<file path="config.mk">
export PLATFORM = sky130hd
export DESIGN_NAME = two_class_weighted_queue
export DESIGN_NICKNAME = d
export VERILOG_FILES = /design/src/hdl/twq_pkg.sv /design/src/hdl/two_class_weighted_queue.sv
export SDC_FILE = /design/constraint.sdc
export NUM_CORES = 2
export LEC_CHECK = 0
export BUFFER_PORTS_ARGS = -buffer_cell sky130_fd_sc_hd__buf_2
export CELL_PAD_IN_SITES_DETAIL_PLACEMENT = 0
export CELL_PAD_IN_SITES_GLOBAL_PLACEMENT = 1
export CORE_ASPECT_RATIO = 1.75
export CORE_MARGIN = 4
export CORE_UTILIZATION = 60
export CTS_BUF_LIST = sky130_fd_sc_hd__clkbuf_8
export DETAILED_ROUTE_END_ITERATION = 7
export PLACE_DENSITY_LB_ADDON = 0.1
export SLEW_MARGIN = 20
export SYNTH_ARGS = -nofsm -noshare
export SYNTH_HDL_FRONTEND = slang
export SYNTH_SLANG_ARGS = --single-unit
</file>
<file path="constraint.sdc">
create_clock -name i_clk -period 15.7 [get_ports i_clk]
set_clock_uncertainty 0.1 [all_clocks]
set_input_delay 2.355 -clock i_clk [delete_from_list [all_inputs] [get_ports i_clk]]
set_output_delay 2.355 -clock i_clk [all_outputs]
set_load 0.01 [all_outputs]
</file>
<file path="src/hdl/twq_pkg.sv">
// ----------------------------------------------------------------------------
// twq_pkg
// Shared types and codes for the two-class weighted queue.
// ----------------------------------------------------------------------------
package twq_pkg;

    // Command codes of the input channel
    localparam logic [1:0] CMD_ADD    = 2'd0;
    localparam logic [1:0] CMD_REMOVE = 2'd1;
    localparam logic [1:0] CMD_SERVE  = 2'd2;

    // Status codes of the result channel
    localparam logic [1:0] STS_DONE = 2'd0;
    localparam logic [1:0] STS_NONE = 2'd1;
    localparam logic [1:0] STS_FULL = 2'd2;

    // Entry classes
    localparam logic CLS_NORMAL = 1'b0;
    localparam logic CLS_PREF   = 1'b1;

    // Configuration port
    localparam int unsigned APB_DATA_W = 32;
    localparam int unsigned APB_ADDR_W = 3;
    localparam int unsigned BURST_W    = 4;
    localparam logic [0:0]  REG_PREF_BURST = 1'b0;
    localparam logic [BURST_W-1:0] PREF_BURST_RESET = 4'd2;

    typedef enum logic {
        ST_IDLE,
        ST_EXEC
    } t_state;

endpackage

</file>
<file path="src/hdl/two_class_weighted_queue.sv">
// ----------------------------------------------------------------------------
// two_class_weighted_queue
// Arrival-ordered queue of normal and preferential entries with add,
// remove-oldest and weighted serve commands, kept in two entry memories.
// ----------------------------------------------------------------------------
//
//  channel  | direction | handshake                 | payload
//  ---------+-----------+---------------------------+------------------------------
//  command  | in        | i_in_valid / o_in_stall   | cmd, entry_id, entry_class
//  result   | out       | o_out_valid / i_out_stall | status, removed_id/class,
//           |           |                           | normal/pref/total counts
//  config   | in        | APB psel/penable/pready   | pref_burst at byte address 0
//
//  For each command, the transfer cycle issues the read of both head
//  entries from the class memories, the next cycle sees the read data,
//  decides, writes back pointers, counts and (for add) the new entry, and loads
//  the result register. A new command is taken once that result register is
//  free or being drained. The memories need no clearing: an entry is read only
//  after it was written. Reset is synchronous, active low; a stalled result
//  holds its register and stalls the command side.
//
module two_class_weighted_queue
    import twq_pkg::*;
#(
    parameter int unsigned CAPACITY = 32,
    parameter int unsigned ID_WIDTH = 16,
    localparam int unsigned CNT_W   = $clog2(CAPACITY + 1)
) (
    input  logic                  i_clk,
    input  logic                  i_rst_n,

    input  logic                  i_in_valid,
    output logic                  o_in_stall,
    input  logic [1:0]            i_cmd,
    input  logic [ID_WIDTH-1:0]   i_entry_id,
    input  logic                  i_entry_class,

    output logic                  o_out_valid,
    input  logic                  i_out_stall,
    output logic [1:0]            o_status,
    output logic [ID_WIDTH-1:0]   o_removed_id,
    output logic                  o_removed_class,
    output logic [CNT_W-1:0]      o_normal_count,
    output logic [CNT_W-1:0]      o_pref_count,
    output logic [CNT_W-1:0]      o_total_count,

    input  logic                  psel,
    input  logic                  penable,
    input  logic                  pwrite,
    input  logic [APB_ADDR_W-1:0] paddr,
    input  logic [APB_DATA_W-1:0] pwdata,
    output logic [APB_DATA_W-1:0] prdata,
    output logic                  pready
);

    localparam int unsigned PTR_W  = $clog2(CAPACITY);
    // Stamps count modulo twice the capacity
    localparam int unsigned SW     = $clog2(2 * CAPACITY);
    localparam int unsigned ENT_W  = SW + ID_WIDTH;
    localparam logic [PTR_W-1:0] PTR_LAST  = PTR_W'(CAPACITY - 1);
    localparam logic [SW-1:0]    STAMP_LAST = SW'(2 * CAPACITY - 1);
    localparam logic [SW:0]      STAMP_MOD  = (SW + 1)'(2 * CAPACITY);
    localparam logic [CNT_W:0]   CAP_CNT    = (CNT_W + 1)'(CAPACITY);

    // ------------------------------------------------------------------
    // Entry memories: {stamp, id}, one per class, registered read
    // ------------------------------------------------------------------
    logic [ENT_W-1:0] pref_mem [CAPACITY];
    logic [ENT_W-1:0] norm_mem [CAPACITY];
    logic [ENT_W-1:0] r_pref_rd, r_norm_rd;

    // ------------------------------------------------------------------
    // Control and pointer state
    // ------------------------------------------------------------------
    t_state               r_state, n_state;
    logic [PTR_W-1:0]     r_pref_head, n_pref_head, r_pref_tail, n_pref_tail;
    logic [PTR_W-1:0]     r_norm_head, n_norm_head, r_norm_tail, n_norm_tail;
    logic [CNT_W-1:0]     r_pref_cnt, n_pref_cnt, r_norm_cnt, n_norm_cnt;
    logic [SW-1:0]        r_stamp, n_stamp;
    logic [BURST_W-1:0]   r_burst_cnt, n_burst_cnt;
    logic [BURST_W-1:0]   r_pref_burst;

    // Latched command
    logic [1:0]           r_cmd;
    logic [ID_WIDTH-1:0]  r_id;
    logic                 r_cls;

    // Result register
    logic                 r_out_valid;
    logic [1:0]           r_status, n_status;
    logic [ID_WIDTH-1:0]  r_rid, n_rid;
    logic                 r_rcls, n_rcls;
    logic [CNT_W-1:0]     r_out_norm, r_out_pref, r_out_total;

    logic                 w_in_xfer;
    logic                 w_exec;
    logic                 w_pref_we, w_norm_we;
    logic [ENT_W-1:0]     w_wr_entry;
    logic [CNT_W:0]       w_total;
    logic [SW:0]          w_age_p, w_age_n;
    logic                 w_take_pref;

    // ------------------------------------------------------------------
    // Handshakes
    // ------------------------------------------------------------------
    assign w_in_xfer = i_in_valid & ~o_in_stall;

    always_comb begin
        n_state = r_state;
        case (r_state)
            ST_IDLE: if (w_in_xfer) n_state = ST_EXEC;
            ST_EXEC: n_state = ST_IDLE;
            default: n_state = ST_IDLE;
        endcase
    end

    // Stall commands while one is in flight or the result cannot drain
    always_comb begin
        w_exec     = 1'b0;
        o_in_stall = 1'b1;
        case (r_state)
            ST_IDLE: o_in_stall = r_out_valid & i_out_stall;
            ST_EXEC: w_exec = 1'b1;
            default: o_in_stall = 1'b1;
        endcase
    end

    // ------------------------------------------------------------------
    // Decide and update: read data of both heads is valid in ST_EXEC
    // ------------------------------------------------------------------
    assign w_total    = {1'b0, r_norm_cnt} + {1'b0, r_pref_cnt};
    assign w_wr_entry = {r_stamp, r_id};

    // Distance back from the next stamp, modulo twice the capacity
    always_comb begin
        w_age_p = {1'b0, r_stamp} - {1'b0, r_pref_rd[ENT_W-1:ID_WIDTH]};
        if (r_stamp < r_pref_rd[ENT_W-1:ID_WIDTH]) w_age_p = w_age_p + STAMP_MOD;
        w_age_n = {1'b0, r_stamp} - {1'b0, r_norm_rd[ENT_W-1:ID_WIDTH]};
        if (r_stamp < r_norm_rd[ENT_W-1:ID_WIDTH]) w_age_n = w_age_n + STAMP_MOD;
    end

    assign w_take_pref = (r_pref_cnt != '0) && ((r_norm_cnt == '0) || (w_age_p > w_age_n));

    always_comb begin
        n_pref_head = r_pref_head;
        n_pref_tail = r_pref_tail;
        n_norm_head = r_norm_head;
        n_norm_tail = r_norm_tail;
        n_pref_cnt  = r_pref_cnt;
        n_norm_cnt  = r_norm_cnt;
        n_stamp     = r_stamp;
        n_burst_cnt = r_burst_cnt;
        n_status    = STS_NONE;
        n_rid       = '0;
        n_rcls      = CLS_NORMAL;
        w_pref_we   = 1'b0;
        w_norm_we   = 1'b0;
        if (w_exec) begin
            case (r_cmd)
                CMD_ADD: begin
                    if (w_total >= CAP_CNT) begin
                        n_status = STS_FULL;
                    end else begin
                        if (r_cls == CLS_PREF) begin
                            w_pref_we   = 1'b1;
                            n_pref_tail = (r_pref_tail == PTR_LAST) ? '0 : r_pref_tail + 1'b1;
                            n_pref_cnt  = r_pref_cnt + 1'b1;
                        end else begin
                            w_norm_we   = 1'b1;
                            n_norm_tail = (r_norm_tail == PTR_LAST) ? '0 : r_norm_tail + 1'b1;
                            n_norm_cnt  = r_norm_cnt + 1'b1;
                        end
                        n_stamp  = (r_stamp == STAMP_LAST) ? '0 : r_stamp + 1'b1;
                        n_status = STS_DONE;
                    end
                end
                CMD_REMOVE: begin
                    if (w_total != '0) begin
                        n_status = STS_DONE;
                        if (w_take_pref) begin
                            n_pref_head = (r_pref_head == PTR_LAST) ? '0 : r_pref_head + 1'b1;
                            n_pref_cnt  = r_pref_cnt - 1'b1;
                            n_rid       = r_pref_rd[ID_WIDTH-1:0];
                            n_rcls      = CLS_PREF;
                        end else begin
                            n_norm_head = (r_norm_head == PTR_LAST) ? '0 : r_norm_head + 1'b1;
                            n_norm_cnt  = r_norm_cnt - 1'b1;
                            n_rid       = r_norm_rd[ID_WIDTH-1:0];
                        end
                    end
                end
                CMD_SERVE: begin
                    if (r_burst_cnt < r_pref_burst) begin
                        if (r_pref_cnt != '0) begin
                            n_pref_head = (r_pref_head == PTR_LAST) ? '0 : r_pref_head + 1'b1;
                            n_pref_cnt  = r_pref_cnt - 1'b1;
                            n_rid       = r_pref_rd[ID_WIDTH-1:0];
                            n_rcls      = CLS_PREF;
                            n_status    = STS_DONE;
                        end
                        n_burst_cnt = r_burst_cnt + 1'b1;
                    end else begin
                        if (r_norm_cnt != '0) begin
                            n_norm_head = (r_norm_head == PTR_LAST) ? '0 : r_norm_head + 1'b1;
                            n_norm_cnt  = r_norm_cnt - 1'b1;
                            n_rid       = r_norm_rd[ID_WIDTH-1:0];
                            n_status    = STS_DONE;
                        end
                        n_burst_cnt = '0;
                    end
                end
                default: n_status = STS_NONE;
            endcase
        end
    end

    // ------------------------------------------------------------------
    // Memories: write the new entry at the tail, read both heads
    // ------------------------------------------------------------------
    always_ff @(posedge i_clk) begin
        if (w_pref_we) pref_mem[r_pref_tail] <= w_wr_entry;
        if (w_norm_we) norm_mem[r_norm_tail] <= w_wr_entry;
        r_pref_rd <= pref_mem[r_pref_head];
        r_norm_rd <= norm_mem[r_norm_head];
    end

    // ------------------------------------------------------------------
    // State registers
    // ------------------------------------------------------------------
    always_ff @(posedge i_clk) begin
        if (!i_rst_n) begin
            r_state      <= ST_IDLE;
            r_pref_head  <= '0;
            r_pref_tail  <= '0;
            r_norm_head  <= '0;
            r_norm_tail  <= '0;
            r_pref_cnt   <= '0;
            r_norm_cnt   <= '0;
            r_stamp      <= '0;
            r_burst_cnt  <= '0;
            r_pref_burst <= PREF_BURST_RESET;
            r_out_valid  <= 1'b0;
        end else begin
            r_state     <= n_state;
            r_pref_head <= n_pref_head;
            r_pref_tail <= n_pref_tail;
            r_norm_head <= n_norm_head;
            r_norm_tail <= n_norm_tail;
            r_pref_cnt  <= n_pref_cnt;
            r_norm_cnt  <= n_norm_cnt;
            r_stamp     <= n_stamp;
            r_burst_cnt <= n_burst_cnt;
            // Configuration write on the access phase
            if (psel && penable && pwrite && pready && paddr[2] == REG_PREF_BURST) begin
                r_pref_burst <= pwdata[BURST_W-1:0];
            end
            // Load the result; drop it once transferred
            if (w_exec) begin
                r_out_valid <= 1'b1;
            end else if (!i_out_stall) begin
                r_out_valid <= 1'b0;
            end
        end
    end

    // Latch the command and the result payload
    always_ff @(posedge i_clk) begin
        if (w_in_xfer) begin
            r_cmd <= i_cmd;
            r_id  <= i_entry_id;
            r_cls <= i_entry_class;
        end
        if (w_exec) begin
            r_status    <= n_status;
            r_rid       <= n_rid;
            r_rcls      <= n_rcls;
            r_out_norm  <= n_norm_cnt;
            r_out_pref  <= n_pref_cnt;
            r_out_total <= n_norm_cnt + n_pref_cnt;
        end
    end

    // ------------------------------------------------------------------
    // Outputs
    // ------------------------------------------------------------------
    assign o_out_valid     = r_out_valid;
    assign o_status        = r_status;
    assign o_removed_id    = r_rid;
    assign o_removed_class = r_rcls;
    assign o_normal_count  = r_out_norm;
    assign o_pref_count    = r_out_pref;
    assign o_total_count   = r_out_total;

    assign pready = 1'b1;
    assign prdata = (paddr[2] == REG_PREF_BURST) ?
                    {{(APB_DATA_W - BURST_W){1'b0}}, r_pref_burst} : '0;

endmodule

</file>
==> impl_metrics.env <==
export IMPL_synth_cell_types=77
export IMPL_worst_setup_path_start_kind="flip-flop"
export IMPL_clk_latency_ns=0.90
export IMPL_htree_levels=4
export IMPL_vdd_ir_drop_max_v=0.00009332
export IMPL_grtUsageTotal_pct=27.08
export IMPL_holdBufCountCts=0
export IMPL_regToRegSetupSlack_ns=9.05
export IMPL_timing_rr_end="o_total_count[5]$_DFFE_PP_"
export IMPL_synthTopCellsByArea="edfxtp_1 72%, mux4_2 16%, dfxtp_1 3.0%, ha_1 1.2%, mux2_2 0.83%"
export IMPL_tritoncts="done"
export IMPL_cts_root_buffer="clkbuf_8"
export IMPL_portBuffers=73
export IMPL_cts_setup_buffers=0
export IMPL_fin_nets=3134
export IMPL_synthFlopType="edfxtp_1"
export IMPL_final_cell_mix="1464 x edfxtp_1, 440 x mux4_2, 230 x clkbuf_8"
export IMPL_criticalPathCategory="flip-flop to flip-flop"
export IMPL_core_area_mm2=0.1006
export IMPL_cts_path_max_buffers=3
export IMPL_final_common_cell="edfxtp_1"
export IMPL_start_util_pct=60.37
export IMPL_die_width_um=248.5
export IMPL_via_count=28770
export IMPL_relSlewSlack_pct=26.10
export IMPL_hpwlAfterDp_um=77710
export IMPL_first_iter_violations=2823
export IMPL_synth_edf_count=1464
export IMPL_worst_pin_slew_ns=1.108
export IMPL_period_needed_ns=6.647
export IMPL_grt_pass1_vias=30230
export IMPL_r2r_cells=23
export IMPL_grt_overflow_total=0
export IMPL_numClockSinks=1556
export IMPL_hold_viol_final=0
export IMPL_rsz0062_at_grt="no"
export IMPL_syn_cell_area_mm2=0.06073
export IMPL_drc=0
export IMPL_synthArstFlopShare_pct=0
export IMPL_rows=154
export IMPL_avgViaCountPerCell=6.367
export IMPL_avgSynthCellArea_um2=22.06
export IMPL_dieArea_mm2=0.1066
export IMPL_finish_utilization_pct=66.77
export IMPL_hold_path_end="r_burst_cnt[3]$_SDFFE_PN0P_"
export IMPL_fin_crit_sh_pct=42.34
export IMPL_required_ns=16.25
export IMPL_synthCells=2753
export IMPL_dpl_worst_slack_ns=8.976
export IMPL_grt_start_max_net_pins=109
export IMPL_max_freq_mhz=150.5
export IMPL_drv_cap=0
export IMPL_fp_dieH_um=428.9
export IMPL_final_layout_size_suffix_gt1_share_pct=33.12
export IMPL_ys_seq_elements=1556
export IMPL_fillCellCount=6574
export IMPL_final_setup_viol_count=0
export IMPL_drtPass1Iterations=5
export IMPL_postRouteAntennaNets=0
export IMPL_hp_start="r_burst_cnt[3]$_SDFFE_PN0P_"
export IMPL_register_area_mm2=0.04584
export IMPL_timing_final_ws_setup_ns=9.053
export IMPL_io_pins=133
export IMPL_hp_class="flip-flop to flip-flop"
export IMPL_final_cells=4518
export IMPL_wire_per_inst_um=31.46
export IMPL_power_total_mw=7.673
export IMPL_synth_top_area_cell="edfxtp_1"
export IMPL_whs_path_depth=2
export IMPL_routabilityCongestion=0.8339
export IMPL_crit_fanout=52
export IMPL_wl_um=142200
export IMPL_r2r_start="r_stamp[1]$_SDFFE_PN0P_"
export IMPL_cp_arrival_ns=7.19
export IMPL_dp_cells=4126
export IMPL_p_leak_nw=21.13
export IMPL_clk_pin_slew_worst_paths_ns=0.07
export IMPL_cts_resized=0
export IMPL_cp_end_kind="flip-flop"
export IMPL_p_per_area_mw_per_mm2=114.2
export IMPL_grt_pass1_wl_um=206000
export IMPL_tns_ns=0
export IMPL_antenna_found_initial=4
export IMPL_yosysTopAreaCellShare_pct=72.39
export IMPL_syn_to_final_growth_pct=10.59
export IMPL_multiInputGateArea_mm2=0.01429
export IMPL_status="finished clean"
export IMPL_yosysWarningCount=0
export IMPL_maxSlewViolCount=0
export IMPL_yosysSeqAreaShare_pct=75.43
export IMPL_cts_buffers=208
-- registers in the layout, summed over array words and instances (netlist names), 4 cells and up --
register,count
r_pref_tail,5
r_norm_tail,5
r_pref_head,5
r_pref_burst,4
r_pref_cnt,6
r_pref_rd,22
r_burst_cnt,4
r_norm_cnt,6
r_norm_head,5
r_norm_rd,22
o_total_count,6
r_id,16
o_removed_id,16
norm_mem,704
o_normal_count,6
pref_mem,704
o_pref_count,6
r_stamp,6
-- worst max-delay path by stage --
| stage | from | to | slack (ns) | depth (start not counted) |
|---|---|---|---|---|
| after floorplan | r_stamp[1]$_SDFFE_PN0P_ | o_total_count[5]$_DFFE_PP_ | 10.26 | 23 |
| after detailed placement | r_stamp[1]$_SDFFE_PN0P_ | o_total_count[5]$_DFFE_PP_ | 8.98 | 23 |
| after global placement | r_stamp[1]$_SDFFE_PN0P_ | o_total_count[5]$_DFFE_PP_ | 9.16 | 23 |
| final | r_stamp[1]$_SDFFE_PN0P_ | o_total_count[5]$_DFFE_PP_ | 9.05 | 23 |
| after CTS | r_stamp[1]$_SDFFE_PN0P_ | o_total_count[5]$_DFFE_PP_ | 8.93 | 23 |
| after global routing | r_stamp[1]$_SDFFE_PN0P_ | o_total_count[5]$_DFFE_PP_ | 8.47 | 23 |
-- power by group --
part | switching (mW) | internal (mW)
Combinational | 0.122 | 0.0612
Clock | 1.48 | 1.47
Sequential | 0.00975 | 4.54
Total | 1.61 | 6.06
-- layer usage --
layer  vias up  global-route usage, %  routed length [µm]
li1      11980                      -                   -
met1     15330                  32.38               48890
met2      1170                  48.71               78120
met4         0                  12.14                6824
met5         -                      0                   0
met3       292                  4.392                8315
-- worst max-delay path, cell delays in order (launching register included) --
cell	delay (ns)
dfxtp_2	0.53
buf_4	0.55
ha_1	0.35
nor2b_1	0.12
o21ai_0	0.14
nand2b_1	0.18
a21o_1	0.22
a21oi_1	0.20
xnor2_1	0.16
ha_1	0.28
nand4_1	0.18
a21oi_1	0.08
nor3_1	0.54
o21ai_2	0.21
o31ai_2	0.51
nand2_1	0.11
a211oi_1	0.22
a21o_1	0.25
ha_1	0.31
a21oi_1	0.24
o21bai_1	0.10
a21oi_1	0.48
xor2_1	0.16
xnor2_1	0.16
-- cells in the mapped netlist (5+ instances only) --
cell      number
nand3b_1      10
and2_1        16
mux2_2        45
a21oi_1       29
dfxtp_1       92
buf_1         31
nand3_1       15
a21o_1         7
nand4_1        9
a22o_1        18
a31oi_1        7
o21ai_0       23
inv_1         39
a21boi_0      10
nand2_1       51
or3_1          8
nand2b_1       9
buf_6          5
clkbuf_1      85
buf_4         31
nor2b_1       20
xor2_1         8
nor2_1        94
mux4_2       440
edfxtp_1    1464
ha_1          59
nor3_1        11
a21boi_1       5
mux2i_1        9
and3_1         8
xnor2_1       16
-- layout make-up --
class                      count  area share, %
antenna                        1       0.003726
clock buffer                 230          4.713
clock inverter               161          1.328
inverter                      39         0.2180
multi-input combinational   1029          21.28
sequential                  1556          68.25
tap                         1326          2.470
timing repair buffer         176          1.733
-- metrics by stage --
stage / area (µm²) / hold slack, ns
final: 67160 / 0.4096
after global routing: 67160 / 0.4260
after CTS: 67160 / 0.4169
after detailed placement: 63100 / 0.4080
after global placement: 63100 / 0.3920
after floorplan: 60830 / 0.3666
-- cell families (layout without fill, tap and decap cells) --
family	Yosys count	count (layout)	share of synthesized area [%]
flops	1556	1556	75.43
mux	494	494	17.30
simple gates	282	282	2.417
buf+inv	195	606	1.471
compound gates	137	137	1.677
fa+ha+maj	63	63	1.348
xor+xnor	24	24	0.3461
other cells	2	30	0.01237
(Power assumes the default switching activity.)
